--- config.mk ---
export PLATFORM = sky130hd
export DESIGN_NAME = int24_requantize_to_int8
export DESIGN_NICKNAME = d
export VERILOG_FILES = /design/src/hw/rtl/i24rq_pkg.sv /design/src/hw/rtl/i24rq_dhm.sv /design/src/hw/rtl/i24rq_rshift.sv /design/src/hw/rtl/int24_requantize_to_int8.sv
export SDC_FILE = /design/constraint.sdc
export NUM_CORES = 2
export LEC_CHECK = 0
export ABC_AREA = 1
export BUFFER_PORTS_ARGS = -buffer_cell sky130_fd_sc_hd__buf_2
export CAP_MARGIN = 0
export CORE_ASPECT_RATIO = 1.25
export CORE_MARGIN = 2
export CORE_UTILIZATION = 65
export DETAILED_ROUTE_END_ITERATION = 16
export HOLD_SLACK_MARGIN = 0.08
export MAX_ROUTING_LAYER = met4
export PLACE_DENSITY_LB_ADDON = 0.1
export SKIP_LAST_GASP = 1
export SLEW_MARGIN = 5
export SYNTH_ARGS = -nofsm -noshare
export SYNTH_HDL_FRONTEND = slang
export SYNTH_SLANG_ARGS = --single-unit
--- constraint.sdc ---
create_clock -name aclk -period 7.6 [get_ports aclk]
set_clock_uncertainty 0.1 [all_clocks]
set_input_delay 0.38 -clock aclk [delete_from_list [all_inputs] [get_ports aclk]]
set_output_delay 0.38 -clock aclk [all_outputs]
set_load 0.03 [all_outputs]
--- src/hw/rtl/i24rq_pkg.sv ---
// ----------------------------------------------------------------------------
// i24rq_pkg
// Shared types and constants of the 24-bit accumulator to int8 requantizer.
// ----------------------------------------------------------------------------
package i24rq_pkg;

    // Widths of the fields and of the internal values.
    localparam int HALF_W  = 16;
    localparam int MULT_W  = 32;
    localparam int ACC_W   = 24;
    localparam int WORD_W  = 32;
    localparam int SHIFT_W = 6;
    localparam int OUT_W   = 8;
    localparam int PROD_W  = ACC_W + MULT_W;

    // Rounding constant of the doubling high multiply and its shift.
    localparam logic signed [PROD_W-1:0] DHM_NUDGE = PROD_W'(64'sd1 << 30);
    localparam int DHM_SHIFT = 31;

    // Saturation limits of the result.
    localparam logic signed [WORD_W-1:0] Q8_MAX = 32'sd127;
    localparam logic signed [WORD_W-1:0] Q8_MIN = -32'sd128;

    typedef logic        [HALF_W-1:0]  half_t;
    typedef logic signed [HALF_W-1:0]  shalf_t;
    typedef logic signed [MULT_W-1:0]  mult_t;
    typedef logic signed [WORD_W-1:0]  word_t;
    typedef logic signed [SHIFT_W-1:0] shift_t;
    typedef logic signed [OUT_W-1:0]   q8_t;

endpackage

--- src/hw/rtl/i24rq_dhm.sv ---
// ----------------------------------------------------------------------------
// i24rq_dhm
// Rebuilds the 24-bit accumulator and applies the rounding doubling high
// multiply in two register stages: product, then nudge and high slice.
// ----------------------------------------------------------------------------
module i24rq_dhm (
    input  logic              aclk,
    input  logic              aresetn,
    input  logic              in_valid,
    output logic              in_ready,
    input  i24rq_pkg::half_t  low_half,
    input  i24rq_pkg::shalf_t high_half,
    input  i24rq_pkg::mult_t  multiplier,
    output logic              out_valid,
    input  logic              out_ready,
    output i24rq_pkg::word_t  q
);
    import i24rq_pkg::*;

    logic signed [ACC_W-1:0]  acc;
    logic signed [PROD_W-1:0] prod_next;
    logic signed [PROD_W-1:0] prod_reg;
    logic signed [PROD_W-1:0] nudged;
    word_t                    q_next;
    word_t                    q_reg;
    logic                     a_valid_reg;
    logic                     b_valid_reg;
    logic                     a_ready;
    logic                     b_ready;

    // A stage takes a new word when it is empty or its word moves on.
    assign b_ready  = !b_valid_reg || out_ready;
    assign a_ready  = !a_valid_reg || b_ready;
    assign in_ready = a_ready;

    // Accumulator rebuild and the signed 24 by 32 product.
    assign acc       = {high_half, low_half[7:0]};
    assign prod_next = PROD_W'(acc) * PROD_W'(multiplier);

    // Adding 2^30 and taking the arithmetic high slice rounds both signs
    // exactly as the published nudge with truncation toward zero does.
    assign nudged = prod_reg + DHM_NUDGE;
    assign q_next = WORD_W'($signed(nudged[PROD_W-1:DHM_SHIFT]));

    // Valid bits.
    always_ff @(posedge aclk) begin
        if (!aresetn) begin
            a_valid_reg <= 1'b0;
            b_valid_reg <= 1'b0;
        end else begin
            if (a_ready) begin
                a_valid_reg <= in_valid;
            end
            if (b_ready) begin
                b_valid_reg <= a_valid_reg;
            end
        end
    end

    // Payload registers.
    always_ff @(posedge aclk) begin
        if (a_ready && in_valid) begin
            prod_reg <= prod_next;
        end
        if (b_ready && a_valid_reg) begin
            q_reg <= q_next;
        end
    end

    assign out_valid = b_valid_reg;
    assign q         = q_reg;

endmodule

--- src/hw/rtl/i24rq_rshift.sv ---
// ----------------------------------------------------------------------------
// i24rq_rshift
// Rounding right shift or wrapping left shift by the configured amount,
// then saturation to int8, in two register stages.
// ----------------------------------------------------------------------------
module i24rq_rshift (
    input  logic              aclk,
    input  logic              aresetn,
    input  logic              in_valid,
    output logic              in_ready,
    input  i24rq_pkg::word_t  q,
    input  i24rq_pkg::shift_t shift_amount,
    output logic              out_valid,
    input  logic              out_ready,
    output i24rq_pkg::q8_t    quantized
);
    import i24rq_pkg::*;

    logic [SHIFT_W-1:0] neg_sh;
    logic [WORD_W-1:0]  mask;
    logic [WORD_W-1:0]  rem;
    logic [WORD_W-1:0]  thr;
    word_t              val_next;
    logic               rnd_next;
    word_t              val_reg;
    logic               rnd_reg;
    word_t              sum;
    q8_t                sat_next;
    q8_t                sat_reg;
    logic               c_valid_reg;
    logic               d_valid_reg;
    logic               c_ready;
    logic               d_ready;

    assign d_ready  = !d_valid_reg || out_ready;
    assign c_ready  = !c_valid_reg || d_ready;
    assign in_ready = c_ready;

    // Shift stage: floor of the right shift plus a round-up flag, or the
    // wrapped left shift. A left shift by 32 clears the word.
    assign neg_sh = SHIFT_W'(0) - shift_amount;
    assign mask   = (WORD_W'(1) << shift_amount[4:0]) - WORD_W'(1);
    assign rem    = q & mask;
    assign thr    = (mask >> 1) + WORD_W'(q[WORD_W-1]);

    always_comb begin
        if (shift_amount[SHIFT_W-1] || shift_amount == '0) begin
            rnd_next = 1'b0;
            if (neg_sh[SHIFT_W-1]) begin
                val_next = '0;
            end else begin
                val_next = q << neg_sh[4:0];
            end
        end else begin
            val_next = q >>> shift_amount[4:0];
            rnd_next = rem > thr;
        end
    end

    // Saturation stage.
    assign sum = val_reg + WORD_W'(rnd_reg);

    always_comb begin
        if (sum > Q8_MAX) begin
            sat_next = OUT_W'(Q8_MAX);
        end else if (sum < Q8_MIN) begin
            sat_next = OUT_W'(Q8_MIN);
        end else begin
            sat_next = sum[OUT_W-1:0];
        end
    end

    // Valid bits.
    always_ff @(posedge aclk) begin
        if (!aresetn) begin
            c_valid_reg <= 1'b0;
            d_valid_reg <= 1'b0;
        end else begin
            if (c_ready) begin
                c_valid_reg <= in_valid;
            end
            if (d_ready) begin
                d_valid_reg <= c_valid_reg;
            end
        end
    end

    // Payload registers.
    always_ff @(posedge aclk) begin
        if (c_ready && in_valid) begin
            val_reg <= val_next;
            rnd_reg <= rnd_next;
        end
        if (d_ready && c_valid_reg) begin
            sat_reg <= sat_next;
        end
    end

    assign out_valid = d_valid_reg;
    assign quantized = sat_reg;

endmodule

--- src/hw/rtl/int24_requantize_to_int8.sv ---
// ----------------------------------------------------------------------------
// int24_requantize_to_int8
// Requantizes a 24-bit matrix accumulator to a saturated signed 8-bit value.
// ----------------------------------------------------------------------------
// Usage:
//   The input channel (s_valid / s_ready) carries one word: the two 16-bit
//   accumulator halves and the column's Q31 multiplier. The output channel
//   (m_valid / m_ready) returns one quantized int8 word for each input word,
//   in order.
//   The shift amount is written through cfg_we / cfg_wdata and takes effect
//   at the next edge; write it only while no word is in flight.
//   An accepted word enters the first of four register stages (product,
//   high slice, shift, saturation) and moves on when the next stage is free.
//   Throughput is one word per cycle while m_ready is high. Each stage
//   holds a valid bit and advances when the next stage is empty or
//   moving, so bubbles are filled and input is taken while a finished
//   word waits at the output.
//   When the receiver stalls, words pile up in the stages and s_ready falls
//   only once all four stages are full; nothing is dropped or repeated.
//   Reset (aresetn low at a clock edge) empties the pipeline and sets the
//   shift amount to zero.
// ----------------------------------------------------------------------------
module int24_requantize_to_int8 (
    input  logic              aclk,
    input  logic              aresetn,
    input  logic              cfg_we,
    input  i24rq_pkg::shift_t cfg_wdata,
    input  logic              s_valid,
    output logic              s_ready,
    input  i24rq_pkg::half_t  s_low_half,
    input  i24rq_pkg::shalf_t s_high_half,
    input  i24rq_pkg::mult_t  s_multiplier,
    output logic              m_valid,
    input  logic              m_ready,
    output i24rq_pkg::q8_t    m_quantized
);
    import i24rq_pkg::*;

    shift_t shift_amount_reg;
    shift_t shift_amount_next;
    logic   mid_valid;
    logic   mid_ready;
    word_t  mid_q;

    // Shift amount register.
    assign shift_amount_next = cfg_we ? cfg_wdata : shift_amount_reg;

    always_ff @(posedge aclk) begin
        if (!aresetn) begin
            shift_amount_reg <= '0;
        end else begin
            shift_amount_reg <= shift_amount_next;
        end
    end

    // Doubling high multiply stages.
    i24rq_dhm u_dhm (
        .aclk       (aclk),
        .aresetn    (aresetn),
        .in_valid   (s_valid),
        .in_ready   (s_ready),
        .low_half   (s_low_half),
        .high_half  (s_high_half),
        .multiplier (s_multiplier),
        .out_valid  (mid_valid),
        .out_ready  (mid_ready),
        .q          (mid_q)
    );

    // Shift and saturation stages.
    i24rq_rshift u_rshift (
        .aclk         (aclk),
        .aresetn      (aresetn),
        .in_valid     (mid_valid),
        .in_ready     (mid_ready),
        .q            (mid_q),
        .shift_amount (shift_amount_reg),
        .out_valid    (m_valid),
        .out_ready    (m_ready),
        .quantized    (m_quantized)
    );

`ifndef SYNTH
    // Input back-pressure only arises when the output holds a word.
    a_stall_needs_output: assert property (@(posedge aclk) disable iff (!aresetn)
        !s_ready |-> m_valid)
        else $error("s_ready low while output is empty");

    // The middle hand-off stalls only when the output is blocked.
    a_mid_stall: assert property (@(posedge aclk) disable iff (!aresetn)
        (mid_valid && !mid_ready) |-> (m_valid && !m_ready))
        else $error("internal stall without output stall");

    // Reset empties the pipeline.
    a_reset_empty: assert property (@(posedge aclk)
        !aresetn |=> (!m_valid && !mid_valid))
        else $error("pipeline not empty after reset");
`endif

endmodule
==> results of run 1 <==
logic make-up after synthesis:
group	count (synthesis)	synth area share, %
simple gates	1934	20.0
buf+inv	1592	15.5
fa+ha+maj	1002	47.1
compound gates	504	7.14
xor+xnor	104	2.37
flops	102	7.59
mux	11	0.282
synth_stat cells (all sizes together), types with 9 or more instances:
cell type  count  area, sq um
clkbuf       158          593
mux2i         11          110
xor2          68          596
o21ai        219         1110
nor3          25          130
a31oi         19          119
a21boi        13         97.6
inv         1407         5290
fa           783        15700
edfxtp        92         2760
ha           219         2740
nand4         31          194
a21o          10         75.1
nand3        120          651
nor2         309         1260
o21bai        16          120
o21a           9         67.6
o211ai        17          133
a21oi        179          896
buf           27          160
dfxtp         10          200
nand2       1419         5390
or2           15         93.8
xnor2         35          307
layer usage:
metal  track usage (%)
met5                 -
met4              19.7
met3              4.35
met2              67.9
met1              43.7
stage by stage:
stage | setup slack (ns) | hold slack, ns
floorplan | 1.03 | 0.351
global placement | 0.579 | 0.361
detailed placement | 0.515 | 0.368
CTS | 0.873 | 0.192
global route | 0.516 | 0.211
==> run summary, run 1 <==
The flow did not finish. The stage where the flow stopped was detailed routing. The first error in the log reads "[ERROR DRT-0255] Maze Route cannot find path of net aclk in worker of routeBox ( 193200 96600 ) ( 223255 144900 )". The tools report the cell count after placement as 5,985. Routability-driven placement finished with a final weighted congestion of 0.958. The cell count after synthesis came out at 5,249. The run gives 38.6% as the all-layer global routing usage. For the starting utilization of the core area, the log shows 65.7%. In this run the core area contains 100 standard-cell rows. Entering global routing, the biggest net connects 56 pins. The run gives 3 as the count of H-tree levels built during CTS.

The synthesized design contains 92 enable-type register cells. The via count of the first global-routing pass was 36,000; the post-synth net total was 6,326. The tools report the post-synthesis sequential area ratio as 7.59%. Counting distinct cell types in the post-synthesis netlist gives 57.

Number of clock sinks: 102. Once detailed placement completed, the half-perimeter wirelength came to 93.4 mm. Summed over all layers, the global routing overflow is 0.

Measured along the x axis, the die boundary spans 223 microns. In this run, post-CTS hold repair placed 0 buffers. Root cell of the clock tree: sky130_fd_sc_hd__clkbuf_16.

The height of the die is 278 microns, and the number of warnings printed during yosys synthesis is 0. The tools report the wire length of the first global-routing pass as 182 mm. The total CTS buffers came out at 9. The mean instance size in the synthesized netlist came out at 7.44 sq um. The number of setup buffers added after CTS is 0.

The initial antenna violation count was 0. No sink is reached through more buffers than the 2 on the longest clock path. Among all flip-flop cells after synthesis, the most frequent one is sky130_fd_sc_hd__edfxtp_1.

Port buffering added 76 buffers. In this run the count of I/O pins placed on the die edge is 85. Summing all placed instances gives a cell area of 0.0403 sq mm. After synthesis the cells add up to 0.0391 sq mm. The fraction of registers with async set or reset after synthesis is 0%.

The synthesized design contains 102 register bits. The count of cells resized by post-cts repair is 0.
==> inputs of run 2 (changes only) <==
--- a/config.mk
+++ b/config.mk
@@ -8,13 +8,10 @@
 export ABC_AREA = 1
 export BUFFER_PORTS_ARGS = -buffer_cell sky130_fd_sc_hd__buf_2
 export CAP_MARGIN = 0
-export CORE_ASPECT_RATIO = 1.25
 export CORE_MARGIN = 2
-export CORE_UTILIZATION = 65
+export CORE_UTILIZATION = 40
 export DETAILED_ROUTE_END_ITERATION = 16
-export HOLD_SLACK_MARGIN = 0.08
-export MAX_ROUTING_LAYER = met4
-export PLACE_DENSITY_LB_ADDON = 0.1
+export PLACE_DENSITY_LB_ADDON = 0.15
 export SKIP_LAST_GASP = 1
 export SLEW_MARGIN = 5
 export SYNTH_ARGS = -nofsm -noshare
==> run summary, run 2 <==
The run finished with clean final reports. Among all cell types in the netlist, the one instantiated most often is sky130_fd_sc_hd__nand2_1. By startpoint and endpoint, the worst setup path is classified as in -> reg.

Final weighted congestion of routability-driven global placement: 0.920 (-4.0%). For the wire length of the first global-routing pass, the log shows 181 mm (-0.21%). The run gives 1.32% (-3.0 points) as the routing usage on met3. The fraction of registers with async set or reset after synthesis was 0% (unchanged). Leaving out fill and tap cells, the most frequent cell in the layout is sky130_fd_sc_hd__nand2_1. The count of nets left with antenna violations once routing finished came out at 0.

The total inserted antenna cells is 0, and the mean instance size in the synthesized netlist is 7.44 sq um (unchanged). The worst-path maximum fanout was 9. The routed layout has 31,900 vias. The final layout contains routed wiring with a total length of 111 mm.

The cell count after synthesis was 5,249 (unchanged); the number of nets in the layout was 6,305. The path class of the tightest hold or removal check is in -> reg. Of the available clock period, the critical path in the final layout requires 91.3%.

The starting utilization of the core area is 40.4% (-25 points). The tools report the number of maximum-capacitance constraint violations as 0. The signal on the critical path passes through buf_2, nand2_1, inv_1, fa_1, fa_1, inv_1, fa_1, inv_1, fa_1, fa_1, fa_1, inv_1, fa_1, inv_1, ha_1, a21oi_1, inv_1, a21oi_1, o21ai_0, o21bai_1, a21oi_1, nand2_1, nand2_1, nand2_1.

For this run, the detailed router's first-pass iteration total came to 6. Fraction of the core area covered by cells at the end of the flow: 42.6%. The via density per instance is 4.90, and the global routing met2 resource utilization is 40.4% (-27 points).

The highest clock frequency the design can meet was 144 MHz; the number of setup violations in the final report was 0. The post-synthesis cell type count is 57 (unchanged). The post-cts hold buffer count is 0 (unchanged), and the number of cell rows is 114 (+14%).

Post-synthesis sequential area ratio: 7.59% (unchanged). Maximum buffer depth of the clock tree: 2 (unchanged). The cell sitting at the root of the clock tree is a sky130_fd_sc_hd__clkbuf_16.

The commonest cells after synthesis are sky130_fd_sc_hd__nand2_1, sky130_fd_sc_hd__inv_1, sky130_fd_sc_hd__fa_1, sky130_fd_sc_hd__nor2_1, sky130_fd_sc_hd__ha_1. The logs give 6,326 (unchanged) for the post-synth net total and 7.62 ns for the required time at the worst-slack endpoint. Counting the fill cells in the layout gives 10,200.

The number of I/O port buffers works out to 76 (unchanged). At the later pin of the worst-skew pair, clock insertion delay measures 0.37 ns. For the via count of the first global-routing pass, the log shows 33,700 (-6.4%). Setup repair after global routing left no endpoint under its margin. The top-area cell type share of the netlist area came out at 40.1% (unchanged). The placeable core area was 0.0967 sq mm.

The die span in x was 316 microns (+42%); the remaining design rule violation count was 0. The all-layer global routing usage was 22.9% (-16 points). The clock edge transition at the registers on the reported setup and hold paths is 0.09 ns, and the number of warnings printed during yosys synthesis is 0 (unchanged).

The run gives 6.96 ns as the arrival time of the worst setup path. In this run the most used layer during global routing was met2. The logs give 0 for the final count of pins violating max slew and 0 for the final number of hold-violating endpoints. Total CTS buffers: 9 (unchanged). The count of H-tree levels built during CTS was 3 (unchanged); the delay of the slowest critical-path stage was 0.76 ns. The register bit total from synthesis was 102 (unchanged).

The met1 usage is 31.7% (-12 points). The height of the die works out to 316 microns (+14%). The worst-path cell with the longest stage delay was sky130_fd_sc_hd__fa_1. For the count of cells resized by post-cts repair, the log shows 0 (unchanged).

Leading register cell type out of synthesis: sky130_fd_sc_hd__edfxtp_1. The element type at the critical path end is a flip-flop. In the final timing run, aggregate negative setup slack is 0 ns. The multi-input combinational cells in the finished layout cover a total of 0.0301 sq mm. The area of the mapped netlist is 0.0391 sq mm (unchanged). By area the synthesized netlist is led by sky130_fd_sc_hd__fa_1, sky130_fd_sc_hd__nand2_1, sky130_fd_sc_hd__inv_1. After detailed routing, the average wire length per cell comes to 17.1 microns.

The leftover overflow at the end of global routing is 0 (unchanged). The logs give 0.100 sq mm for the die area and 95.5 mm (+2.3%) for the half-perimeter wire length of the detailed placement result. The share of final-layout standard cells stronger than drive strength 1 works out to 5.06%.

The logs give 85 (unchanged) for the boundary pin count and 0.0412 sq mm for the cell area after layout. The number of design-rule violations left by the first detailed-router iteration was 2,123; the number of clock sinks was 102 (unchanged). TritonCTS built the clock tree. Relative to the synthesized area, the layout overhead comes to 5.46%.

The most numerous cell type found on the critical path is sky130_fd_sc_hd__fa_1. Headroom to the max-slew limit came out at 22.4%. The flip-flop count of the largest register after layout was 32. The worst-margin pin slew is 1.16 ns, and the number of buffers added for setup after CTS is 0 (unchanged).

The register cell area after layout is 0.00296 sq mm, and the count of flip-flops with a built-in enable after synthesis is 92 (unchanged). The final critical-path required period works out to 6.94 ns. The cell area after placement was 0.0409 sq mm (+1.5%); the initial antenna violation count was 1 (+1). In the layout the commonest cells are sky130_fd_sc_hd__nand2_1, sky130_fd_sc_hd__inv_1, sky130_fd_sc_hd__fa_1, sky130_fd_sc_hd__nor2_1, sky130_fd_sc_hd__ha_1. The worst setup path is launched from a primary input. The largest net degree at the start of global routing was 56 (unchanged). The largest area contributor in the netlist was sky130_fd_sc_hd__fa_1.
[run 2: per-layer routing]
metal | wire [microns] | up-vias
met5 | 0 | -
met4 | 1650 | 0
li1 | - | 15300
met3 | 4460 | 98
met2 | 55000 | 703
met1 | 49900 | 15800
[run 2: cells by family (layout without fill, tap and decap cells)]
kind of cell	Yosys count	count (layout)	share of synthesized area [%]
AND/OR/NAND/NOR	1934	1934	20.0
buffers and inverters	1592	1576	15.5
adder cells (fa/ha/maj)	1002	1002	47.1
AO/OA/AOI/OAI	504	504	7.14
XOR/XNOR	104	104	2.37
flip-flops	102	102	7.59
multiplexers	11	11	0.282
[run 2: final timing paths]
path	from	to	slack, ns	cells after the start
worst max-delay path	s_multiplier[31]	u_dhm.prod_reg[55]$_DFFE_PP_	0.66	24
worst max register to register	shift_amount_reg[3]$_SDFFE_PN0P_	u_rshift.rnd_reg$_SDFFCE_PN0P_	1.54	24
worst min register to register	u_dhm.a_valid_reg$_SDFFE_PN0N_	u_dhm.out_valid$_SDFFE_PN0P_	0.37	2
worst min-delay path	cfg_wdata[5]	shift_amount_reg[5]$_SDFFE_PN0P_	0.19	3
[run 2: final cells by class]
type                       instances  area share [%]
clock inverter                     7           0.191
inverter                        1407            12.8
tap                             1276            3.88
clock buffer                       9           0.547
sequential                       102            7.19
multi-input combinational       3555            73.0
timing repair buffer             153            2.39
[run 2: per-stage QoR]
step / cells / setup slack, ns / hold WS [ns]
5_1_grt: 6509 / 0.267 / 0.207
3_3_place_gp: 6493 / 0.304 / 0.361
6_report: 6509 / 0.662 / 0.190
4_1_cts: 6509 / 0.659 / 0.181
3_5_place_dp: 6493 / 0.259 / 0.366
2_1_floorplan: 5249 / 1.03 / 0.351
[run 2: worst max-delay path, delay by kind of cell]
kind	cells	cell delay [ns]
adders and majority gates	8	4.18
AOI/OAI and AO/OA	5	1.18
buffers and inverters	7	0.87
and+or+nand+nor	4	0.35
Power of run 2 is not shown: default switching activity piles up to over one toggle a cycle in this logic, so the estimate is an artifact.
